File: config.mk
export PLATFORM = sky130hd
export DESIGN_NAME = weekly_event_schedule_table_unit_flat
export DESIGN_NICKNAME = d
export VERILOG_FILES = /design/src/rtl/wes_pkg.sv /design/src/rtl/wes_if.sv /design/src/rtl/weekly_event_schedule_table_unit.sv /design/src/rtl/wes_rec_mem.sv /design/src/rtl/wes_res_fifo.sv /design/src/flat_wrapper.sv
export SDC_FILE = /design/constraint.sdc
export NUM_CORES = 2
export LEC_CHECK = 0
export BUFFER_PORTS_ARGS = -buffer_cell sky130_fd_sc_hd__buf_2
export CORE_MARGIN = 2
export CORE_UTILIZATION = 55
export DETAILED_ROUTE_END_ITERATION = 10
export GPL_TIMING_DRIVEN = 1
export PLACE_DENSITY = 0.71
export SKIP_LAST_GASP = 1
export SLEW_MARGIN = 20
export SYNTH_ARGS = -nofsm -noshare
export SYNTH_HDL_FRONTEND = slang
export SYNTH_HIERARCHICAL = 1
export SYNTH_SLANG_ARGS = --single-unit
File: constraint.sdc
create_clock -name clk -period 7.29 [get_ports clk]
set_input_delay 0 -clock clk [delete_from_list [all_inputs] [get_ports clk]]
set_output_delay 0 -clock clk [all_outputs]
set_load 0.01 [all_outputs]
File: src/rtl/wes_pkg.sv
// Shared types, codes and helpers of the weekly event schedule table.
package wes_pkg;

	// Default number of table slots
	localparam int TABLE_DEPTH_DEF = 64;

	// Result queue between the scan and the response channel
	localparam int RES_FIFO_DEPTH = 4;
	localparam int RES_PTR_W      = $clog2(RES_FIFO_DEPTH);
	localparam int RES_CNT_W      = $clog2(RES_FIFO_DEPTH + 1);

	// Request opcodes
	localparam logic [2:0] OP_TICK   = 3'd0;
	localparam logic [2:0] OP_ON     = 3'd1;
	localparam logic [2:0] OP_OFF    = 3'd2;
	localparam logic [2:0] OP_RAND   = 3'd3;
	localparam logic [2:0] OP_REMOVE = 3'd4;

	// Day codes
	localparam logic [3:0] DAY_SUN     = 4'd0;
	localparam logic [3:0] DAY_SAT     = 4'd6;
	localparam logic [3:0] DAY_EVERY   = 4'd7;
	localparam logic [3:0] DAY_WEEKDAY = 4'd8;
	localparam logic [3:0] DAY_WEEKEND = 4'd9;

	// Result kinds
	typedef enum logic [2:0] {
		KIND_ON   = 3'd0,
		KIND_OFF  = 3'd1,
		KIND_OK   = 3'd2,
		KIND_FULL = 3'd3,
		KIND_NONE = 3'd4
	} kind_t;

	// One stored event, 32 bits
	typedef struct packed {
		logic signed [6:0] offset;
		logic              rnd;
		logic              action;
		logic [10:0]       minute;
		logic [3:0]        day;
		logic [7:0]        light_id;
	} rec_t;

	// One result on its way to the response channel
	typedef struct packed {
		kind_t       kind;
		logic [7:0]  light_id;
		logic        last;
	} res_t;

	// Does an entry's day rule cover the current day?
	function automatic logic day_match(logic [3:0] d, logic [3:0] td);
		logic wkend;
		logic hit;
		wkend = (td == DAY_SUN) || (td == DAY_SAT);
		if (d == DAY_EVERY) begin
			hit = 1'b1;
		end else if (td > DAY_SAT) begin
			hit = 1'b0;
		end else if (d == td) begin
			hit = 1'b1;
		end else if (d == DAY_WEEKEND) begin
			hit = wkend;
		end else if (d == DAY_WEEKDAY) begin
			hit = !wkend;
		end else begin
			hit = 1'b0;
		end
		return hit;
	endfunction

endpackage

File: src/rtl/wes_if.sv
// Request and response channel interfaces of the weekly event schedule table.
interface wes_req_if;
	logic              valid;
	logic              ready;
	logic [2:0]        opcode;
	logic [7:0]        light_id;
	logic [3:0]        day_code;
	logic [10:0]       minute;
	logic signed [6:0] random_offset;

	modport source (output valid, opcode, light_id, day_code, minute, random_offset,
		input ready);
	modport sink (input valid, opcode, light_id, day_code, minute, random_offset,
		output ready);
endinterface

interface wes_rsp_if;
	logic       valid;
	logic       ready;
	logic [2:0] kind;
	logic [7:0] out_light_id;
	logic       last;

	modport source (output valid, kind, out_light_id, last, input ready);
	modport sink (input valid, kind, out_light_id, last, output ready);
endinterface

File: src/rtl/weekly_event_schedule_table_unit.sv
// Weekly event schedule table: top level with the slot scan sequencer.
//
// Every request (schedule on/off, randomize, remove, minute tick or an unknown
// opcode) walks the whole table, one slot per cycle, through the single read
// port of the record memory; each record is checked and written back in the
// cycle after its read. While a tick fires many events and the response side
// stalls, the scan pauses on the four-entry result queue. A new request is
// taken as soon as the previous one has queued its final result. Slot valid
// bits are cleared at reset, so no clearing pass is needed. Schedule fills the
// lowest free slot; a tick returns one response per fired slot in slot order,
// or one "nothing fired" response, with last set on the final one.
module weekly_event_schedule_table_unit
	import wes_pkg::*;
#(
	parameter int TABLE_DEPTH = TABLE_DEPTH_DEF
) (
	input  logic      clk,
	input  logic      arst_n,
	wes_req_if.sink   req,
	wes_rsp_if.source rsp
);

	localparam int IDX_W = (TABLE_DEPTH > 1) ? $clog2(TABLE_DEPTH) : 1;
	localparam int CNT_W = $clog2(TABLE_DEPTH + 1);

	typedef enum logic [1:0] {ST_IDLE, ST_SCAN, ST_FIN} state_t;

	state_t                state_q;
	logic [CNT_W-1:0]      rd_idx_q;
	logic                  rd_vld_s1;
	logic [IDX_W-1:0]      idx_s1;
	logic                  slot_vld_q [TABLE_DEPTH];
	logic                  placed_q;
	logic                  pend_fired_q;
	kind_t                 pend_kind_q;
	logic [7:0]            pend_id_q;

	// Latched request
	logic [2:0]            op_q;
	logic [7:0]            id_q;
	logic [3:0]            day_q;
	logic [10:0]           min_q;
	logic signed [6:0]     roff_q;

	rec_t                  rec_s1;
	rec_t                  mem_wdata;
	logic                  mem_we;
	logic                  issue;
	logic                  scan_end;
	logic                  cur_vld;
	logic                  key_hit;
	logic signed [12:0]    due_min;
	logic                  fire;
	logic                  set_vld;
	logic                  clr_vld;
	logic                  fin_push;
	logic                  push;
	res_t                  push_res;
	logic                  q_full;
	logic [RES_CNT_W-1:0]  q_level;

	assign req.ready = (state_q == ST_IDLE);

	// Issue a read only when the result queue can absorb what is in flight
	assign scan_end = (rd_idx_q == CNT_W'(TABLE_DEPTH));
	assign issue    = (state_q == ST_SCAN) && !scan_end &&
		(({1'b0, q_level} + (RES_CNT_W + 1)'(rd_vld_s1)) < (RES_CNT_W + 1)'(RES_FIFO_DEPTH));

	wes_rec_mem #(
		.DEPTH (TABLE_DEPTH),
		.AW    (IDX_W)
	) u_mem (
		.clk   (clk),
		.we    (mem_we),
		.waddr (idx_s1),
		.wdata (mem_wdata),
		.re    (issue),
		.raddr (rd_idx_q[IDX_W-1:0]),
		.rdata (rec_s1)
	);

	// Check the slot read last cycle and work out the write-back
	always_comb begin
		cur_vld   = rd_vld_s1 && slot_vld_q[idx_s1];
		key_hit   = cur_vld && (rec_s1.minute == min_q) && (rec_s1.day == day_q) &&
			(rec_s1.light_id == id_q);
		due_min   = $signed({2'b00, rec_s1.minute}) + 13'(rec_s1.offset);
		fire      = 1'b0;
		set_vld   = 1'b0;
		clr_vld   = 1'b0;
		mem_we    = 1'b0;
		mem_wdata = rec_s1;
		case (op_q)
			OP_TICK: begin
				if (cur_vld && day_match(rec_s1.day, day_q) &&
					(due_min == $signed({2'b00, min_q}))) begin
					fire             = 1'b1;
					mem_we           = 1'b1;
					mem_wdata.offset = rec_s1.rnd ? roff_q : 7'sd0;
				end
			end
			OP_ON, OP_OFF: begin
				if (rd_vld_s1 && !slot_vld_q[idx_s1] && !placed_q) begin
					set_vld            = 1'b1;
					mem_we             = 1'b1;
					mem_wdata.offset   = 7'sd0;
					mem_wdata.rnd      = 1'b0;
					mem_wdata.action   = (op_q == OP_ON);
					mem_wdata.minute   = min_q;
					mem_wdata.day      = day_q;
					mem_wdata.light_id = id_q;
				end
			end
			OP_RAND: begin
				if (key_hit) begin
					mem_we           = 1'b1;
					mem_wdata.rnd    = 1'b1;
					mem_wdata.offset = roff_q;
				end
			end
			OP_REMOVE: begin
				clr_vld = key_hit;
			end
			default: begin
			end
		endcase
	end

	// Results: an earlier firing leaves when a later one appears; the held one
	// leaves with last set once the scan is over
	assign fin_push = (state_q == ST_FIN) && !rd_vld_s1 && !q_full;
	always_comb begin
		push     = fin_push || (fire && pend_fired_q);
		push_res = '{kind: pend_kind_q, light_id: pend_id_q, last: fin_push};
	end

	wes_res_fifo u_fifo (
		.clk      (clk),
		.arst_n   (arst_n),
		.push     (push),
		.push_res (push_res),
		.full     (q_full),
		.level    (q_level),
		.rsp      (rsp)
	);

	// Sequencer, slot valid bits and held result
	always_ff @(posedge clk or negedge arst_n) begin
		if (!arst_n) begin
			state_q      <= ST_IDLE;
			rd_idx_q     <= '0;
			rd_vld_s1    <= 1'b0;
			placed_q     <= 1'b0;
			pend_fired_q <= 1'b0;
			pend_kind_q  <= KIND_OK;
			pend_id_q    <= '0;
			for (int i = 0; i < TABLE_DEPTH; i++) begin
				slot_vld_q[i] <= 1'b0;
			end
		end else begin
			rd_vld_s1 <= issue;
			unique case (state_q)
				ST_IDLE: begin
					if (req.valid) begin
						state_q      <= ST_SCAN;
						rd_idx_q     <= '0;
						placed_q     <= 1'b0;
						pend_fired_q <= 1'b0;
						pend_id_q    <= '0;
						case (req.opcode)
							OP_TICK:       pend_kind_q <= KIND_NONE;
							OP_ON, OP_OFF: pend_kind_q <= KIND_FULL;
							default:       pend_kind_q <= KIND_OK;
						endcase
					end
				end
				ST_SCAN: begin
					if (issue) begin
						rd_idx_q <= rd_idx_q + 1'b1;
					end
					if (scan_end) begin
						state_q <= ST_FIN;
					end
				end
				ST_FIN: begin
					if (fin_push) begin
						state_q <= ST_IDLE;
					end
				end
				default: begin
					state_q <= ST_IDLE;
				end
			endcase
			if (fire) begin
				pend_fired_q <= 1'b1;
				pend_kind_q  <= rec_s1.action ? KIND_ON : KIND_OFF;
				pend_id_q    <= rec_s1.light_id;
			end
			if (set_vld) begin
				placed_q            <= 1'b1;
				pend_kind_q         <= KIND_OK;
				slot_vld_q[idx_s1]  <= 1'b1;
			end
			if (clr_vld) begin
				slot_vld_q[idx_s1] <= 1'b0;
			end
		end
	end

	// Request fields and scan index pipeline
	always_ff @(posedge clk) begin
		if (req.valid && req.ready) begin
			op_q   <= req.opcode;
			id_q   <= req.light_id;
			day_q  <= req.day_code;
			min_q  <= req.minute;
			roff_q <= req.random_offset;
		end
		idx_s1 <= rd_idx_q[IDX_W-1:0];
	end

endmodule

File: src/rtl/wes_rec_mem.sv
// Event record memory: one write port, one registered read port.
module wes_rec_mem
	import wes_pkg::*;
#(
	parameter int DEPTH = TABLE_DEPTH_DEF,
	parameter int AW    = (DEPTH > 1) ? $clog2(DEPTH) : 1
) (
	input  logic          clk,
	input  logic          we,
	input  logic [AW-1:0] waddr,
	input  rec_t          wdata,
	input  logic          re,
	input  logic [AW-1:0] raddr,
	output rec_t          rdata
);

	rec_t mem_q [DEPTH];

	// Write port
	always_ff @(posedge clk) begin
		if (we) begin
			mem_q[waddr] <= wdata;
		end
	end

	// Read port, registered
	always_ff @(posedge clk) begin
		if (re) begin
			rdata <= mem_q[raddr];
		end
	end

endmodule

File: src/rtl/wes_res_fifo.sv
// Small result queue that drives the response channel.
module wes_res_fifo
	import wes_pkg::*;
(
	input  logic                 clk,
	input  logic                 arst_n,
	input  logic                 push,
	input  res_t                 push_res,
	output logic                 full,
	output logic [RES_CNT_W-1:0] level,
	wes_rsp_if.source            rsp
);

	res_t                 buf_q [RES_FIFO_DEPTH];
	logic [RES_PTR_W-1:0] wr_ptr_q;
	logic [RES_PTR_W-1:0] rd_ptr_q;
	logic [RES_CNT_W-1:0] cnt_q;
	logic                 pop;
	logic                 do_push;

	assign full    = (cnt_q == RES_CNT_W'(RES_FIFO_DEPTH));
	assign level   = cnt_q;
	assign pop     = rsp.valid && rsp.ready;
	assign do_push = push && !full;

	assign rsp.valid        = (cnt_q != '0);
	assign rsp.kind         = buf_q[rd_ptr_q].kind;
	assign rsp.out_light_id = buf_q[rd_ptr_q].light_id;
	assign rsp.last         = buf_q[rd_ptr_q].last;

	// Pointers and fill level
	always_ff @(posedge clk or negedge arst_n) begin
		if (!arst_n) begin
			wr_ptr_q <= '0;
			rd_ptr_q <= '0;
			cnt_q    <= '0;
		end else begin
			if (do_push) begin
				wr_ptr_q <= (wr_ptr_q == RES_PTR_W'(RES_FIFO_DEPTH - 1)) ? '0 : wr_ptr_q + 1'b1;
			end
			if (pop) begin
				rd_ptr_q <= (rd_ptr_q == RES_PTR_W'(RES_FIFO_DEPTH - 1)) ? '0 : rd_ptr_q + 1'b1;
			end
			cnt_q <= cnt_q + RES_CNT_W'(do_push) - RES_CNT_W'(pop);
		end
	end

	// Storage
	always_ff @(posedge clk) begin
		if (do_push) begin
			buf_q[wr_ptr_q] <= push_res;
		end
	end

endmodule

File: src/flat_wrapper.sv
// flat-port wrapper written by rule: the top's interface ports become plain ports
module weekly_event_schedule_table_unit_flat import wes_pkg::*;
#(
	parameter int TABLE_DEPTH = TABLE_DEPTH_DEF
)
  (clk, arst_n, req_valid, req_opcode, req_light_id, req_day_code, req_minute, req_random_offset, req_ready, rsp_valid, rsp_kind, rsp_out_light_id, rsp_last, rsp_ready);
  wes_req_if req_i ();
  wes_rsp_if rsp_i ();
  input  logic clk;
  input  logic arst_n;
  input wire logic [$bits(req_i.valid)-1:0] req_valid;
  input wire logic [$bits(req_i.opcode)-1:0] req_opcode;
  input wire logic [$bits(req_i.light_id)-1:0] req_light_id;
  input wire logic [$bits(req_i.day_code)-1:0] req_day_code;
  input wire logic [$bits(req_i.minute)-1:0] req_minute;
  input wire logic [$bits(req_i.random_offset)-1:0] req_random_offset;
  output wire logic [$bits(req_i.ready)-1:0] req_ready;
  output wire logic [$bits(rsp_i.valid)-1:0] rsp_valid;
  output wire logic [$bits(rsp_i.kind)-1:0] rsp_kind;
  output wire logic [$bits(rsp_i.out_light_id)-1:0] rsp_out_light_id;
  output wire logic [$bits(rsp_i.last)-1:0] rsp_last;
  input wire logic [$bits(rsp_i.ready)-1:0] rsp_ready;
  assign req_i.valid = req_valid;
  assign req_i.opcode = req_opcode;
  assign req_i.light_id = req_light_id;
  assign req_i.day_code = req_day_code;
  assign req_i.minute = req_minute;
  assign req_i.random_offset = req_random_offset;
  assign req_ready = req_i.ready;
  assign rsp_valid = rsp_i.valid;
  assign rsp_kind = rsp_i.kind;
  assign rsp_out_light_id = rsp_i.out_light_id;
  assign rsp_last = rsp_i.last;
  assign rsp_i.ready = rsp_ready;
  weekly_event_schedule_table_unit #(.TABLE_DEPTH(TABLE_DEPTH)) u_core (.clk(clk), .arst_n(arst_n), .req(req_i), .rsp(rsp_i));
endmodule
==> impl_results.md <==
* Outcome: complete, no violations
* Die Y at 404.0 µm
* Setup CP Type: flip-flop to flip-flop
* IO Count at 51
* Avg Cell Area, Syn at 21.19 µm²
* Period utilisation layout at 90.95%
* Maximum VDD drop at 0.4639 mV
* CTS tree: built
* CORE AREA at 0.1587 mm²
* # DRC at 0
* Synth warn at 6
* Via density at 6.606
* Area leader, netlist: edfxtp_1
* EDFF count, synth at 2161
* Final setup fails at 0
* Largest net degree at the start of global routing at 104
* HPWL Detailed at 124900 µm
* Nets at 4478
* CTS Buf Count at 214
* Tmin final at 6.631 ns
* # clock sinks at 2261
* Diodes inserted at 0
* Gr ovfl total at 0
* Worst path required time at 7.79 ns
* H-tree levels at 4
* Top cells by area, synth: edfxtp_1 (74%), mux4_2 (14%), dfrtp_1 (2.6%)
* # fillers at 10440
* Hold/Removal Path Class: primary input to flip-flop
* WP data arrival at 7.13 ns
* Post-CTS setup buffer count at 0
* Clk_lat worst skew at 0.84 ns
* Root Buffer Master: clkbuf_16
* GPL Wtd Cong at 0.8764
* Final Util at 62.59%
* Leakage at 31.70 nW
* Post-CTS sizing at 0
* Ys async rst share at 4.157%
* Die W at 404.0 µm
* Slew of the pin with the lowest slew margin at 1.173 ns
* Mapped Cells at 4154
* Count of final hold-check violations at 0
* FMAX at 150.8 MHz
* # rows at 146
* Setup WS pre-CTS at 0.7688 ns
* Initial antenna violation count at 7
* Post-synth top flop: edfxtp_1
* Clock tree buffer depth at 3
* FF+latch count, synth at 2261
* Syn Std Cell Area at 0.08802 mm²
* Initial Utilization at 55.45%
* Post-Synthesis Net Count at 4214
* Gr usage total at 26.42%
* Die area at 0.1633 mm²
* Setup_tns at 0 ns
* Routed vias at 44100
* Share of the synthesized area in the top cell type at 73.72%
* Final WS setup at 0.6595 ns
* Post-synth cell types at 82
* Fin. max-slew vios at 0
* Pwr dens at 410.1 mW/mm²
* Element type at the critical path start: flip-flop
* Share of cells above drive strength 1 at 25.83%
* Drt pass-1 iters at 5
* Final Skew at 0.05121 ns
* WL final at 213400 µm
* Crit-path max FO at 22
* Register clock-pin slew on the reported worst setup and hold paths at 0.06 ns
* Layout area overhead at 12.87%
* Antenna-violating nets left at 0
* Routed len/inst at 31.97 µm
* RSZ-0062 raised after global routing: no
* Vias in the first global route at 43240
* Sequential share of the synthesized area at 76.53%
* DRT iter0 DRCs at 6465
* Port Buffers at 50
* Crit end category: flip-flop
* Max-Cap Viols at 0
* Worst rel slew slack at 21.62%
* First-pass GRT wire length at 308900 µm
## cells in the final DEF, fill, tap and decap left out, types with 26 or more instances in the layout
| cell | synthesis | final |
|---|---|---|
| a21oi_1 | 199 | 199 |
| buf_2 | 66 | 49 |
| buf_4 | 28 | 130 |
| clkbuf_1 | 98 | 49 |
| clkbuf_16 | 0 | 218 |
| clkinv_1 | 1 | 58 |
| clkinv_2 | 0 | 38 |
| dfrtp_1 | 93 | 89 |
| dlygate4sd3_1 | 0 | 71 |
| edfxtp_1 | 2161 | 2161 |
| mux2i_1 | 106 | 106 |
| mux4_2 | 565 | 565 |
| nand2_1 | 131 | 109 |
| nor2_1 | 173 | 111 |
| nor2_4 | 1 | 63 |
| o221ai_1 | 29 | 29 |
| o22ai_1 | 86 | 86 |
| xor2_1 | 26 | 26 |
## final cells by class
cell class / count / area (µm²) / area share, %
Sequential cell: 2261 / 67380 / 67.82
Clock inverter: 129 / 1127 / 1.135
Timing Repair Buffer: 269 / 2335 / 2.350
Tap cell: 2072 / 2592 / 2.609
Inverter: 23 / 86.33 / 0.08690
Multi-Input combinational cell: 1649 / 20130 / 20.26
Clock buffer: 272 / 5702 / 5.739
## sequential cells by signal, indices dropped and copies added (netlist names)
register,cells
u_core/u_fifo/level,3
u_core/idx_s1,6
u_core/pend_fired_q,1
u_core/u_fifo/wr_ptr_q,2
u_core/op_q,3
u_core/day_q,4
u_core/rd_vld_s1,1
u_core/rd_idx_q,7
u_core/u_fifo/rd_ptr_q,2
u_core/u_fifo/buf_q,48
u_core/roff_q,7
u_core/placed_q,1
u_core/pend_id_q,8
u_core/u_mem/rdata,32
u_core/slot_vld_q,64
u_core/state_q,2
u_core/min_q,11
u_core/u_mem/mem_q,2048
u_core/id_q,8
u_core/pend_kind_q,3
## through the flow
stage	instance area, µm²	power [mW]	hold WS (ns)	instances
2_1_floorplan	88020	25.03	-0.2956	4154
3_3_place_gp	91610	29.83	-0.02066	6194
3_5_place_dp	91640	29.99	-0.01631	6195
4_1_cts	99200	40.71	0.02406	6668
5_1_grt	99350	42.02	0.07579	6675
6_report	99350	40.74	0.07374	6675
## what timing repair did
item | CTS | global route
endpoints found under the hold margin | 146 | 0
hold buffers | 72 | 0
endpoints found under the setup margin | 0 | 0
## logic make-up (layout without fill, tap and decap cells)
kind of cell	count (synthesis)	count (layout)	share of synthesized area (%)
buffers and inverters	244	693	1.322
and+or+nand+nor	469	469	2.544
muxes	678	678	15.75
adders and majority gates	23	23	0.3440
DFF	2261	2261	76.53
AOI/OAI and AO/OA	432	432	3.036
xor gates and xnor gates	47	47	0.4677
## per-layer routing
| layer | routed length [µm] | GRT usage (%) | vias up |
|---|---|---|---|
| li1 | - | - | 17890 |
| met1 | 84960 | 39.61 | 23400 |
| met5 | 19 | 0 | - |
| met3 | 22710 | 5.304 | 331 |
| met2 | 97660 | 39.06 | 2466 |
| met4 | 8045 | 9.819 | 4 |
## critical path: stages (launching register included)
cell       delay [ns]
edfxtp_1         0.44
ha_1             0.27
fa_1             0.42
a21o_1           0.19
a221oi_1         0.70
o21a_1           0.24
o21ai_0          0.10
a2111oi_0        0.51
nor4bb_1         0.39
and4_1           0.27
nor3_1           0.06
buf_4            0.23
inv_1            0.22
nor2b_1          0.28
nand2_1          0.63
nor2_4           0.97
buf_4            0.34
## path summary, 6_finish.rpt
path	start	slack (ns)	depth (start not counted)	end
min in group asynchronous	arst_n	0.26	4	u_core/slot_vld_q[48]
setup / recovery	u_core/u_mem/rdata[12]	0.66	16	u_core/u_mem/mem_q[0][7]
max in group asynchronous	arst_n	6.21	4	u_core/rd_idx_q[3]
setup reg to reg	u_core/u_mem/rdata[12]	0.66	16	u_core/u_mem/mem_q[0][7]
hold / removal	req_opcode[2]	0.07	4	u_core/pend_kind_q[2]
hold reg to reg	u_core/pend_fired_q	0.49	1	u_core/pend_fired_q
## Yosys cell counts (8+ instances only)
library cell	count
nor2_1	173
nor2b_1	19
xor2_1	26
and3_1	12
nand2b_1	12
xnor2_1	21
o221ai_1	29
and2_1	13
clkbuf_1	98
a21o_1	9
a311oi_1	12
ha_1	21
nor3_1	24
mux2i_1	106
dfrtp_1	93
a22oi_1	15
nor4_1	8
nand3_1	16
edfxtp_1	2161
o21ai_0	26
a21oi_1	199
nand3b_1	10
buf_1	21
buf_2	66
nand4_1	8
inv_1	21
buf_4	28
nand2_1	131
mux4_2	565
o22ai_1	86
buf_6	8
## power by group
group | internal, mW | switching, mW | total, mW
combinational | 4.49 | 8.37 | 12.9
clock | 6.06 | 4.73 | 10.8
sequential | 16.5 | 0.599 | 17.1
total | 27.0 | 13.7 | 40.7
Note: power is estimated with default switching activity, not from simulation.
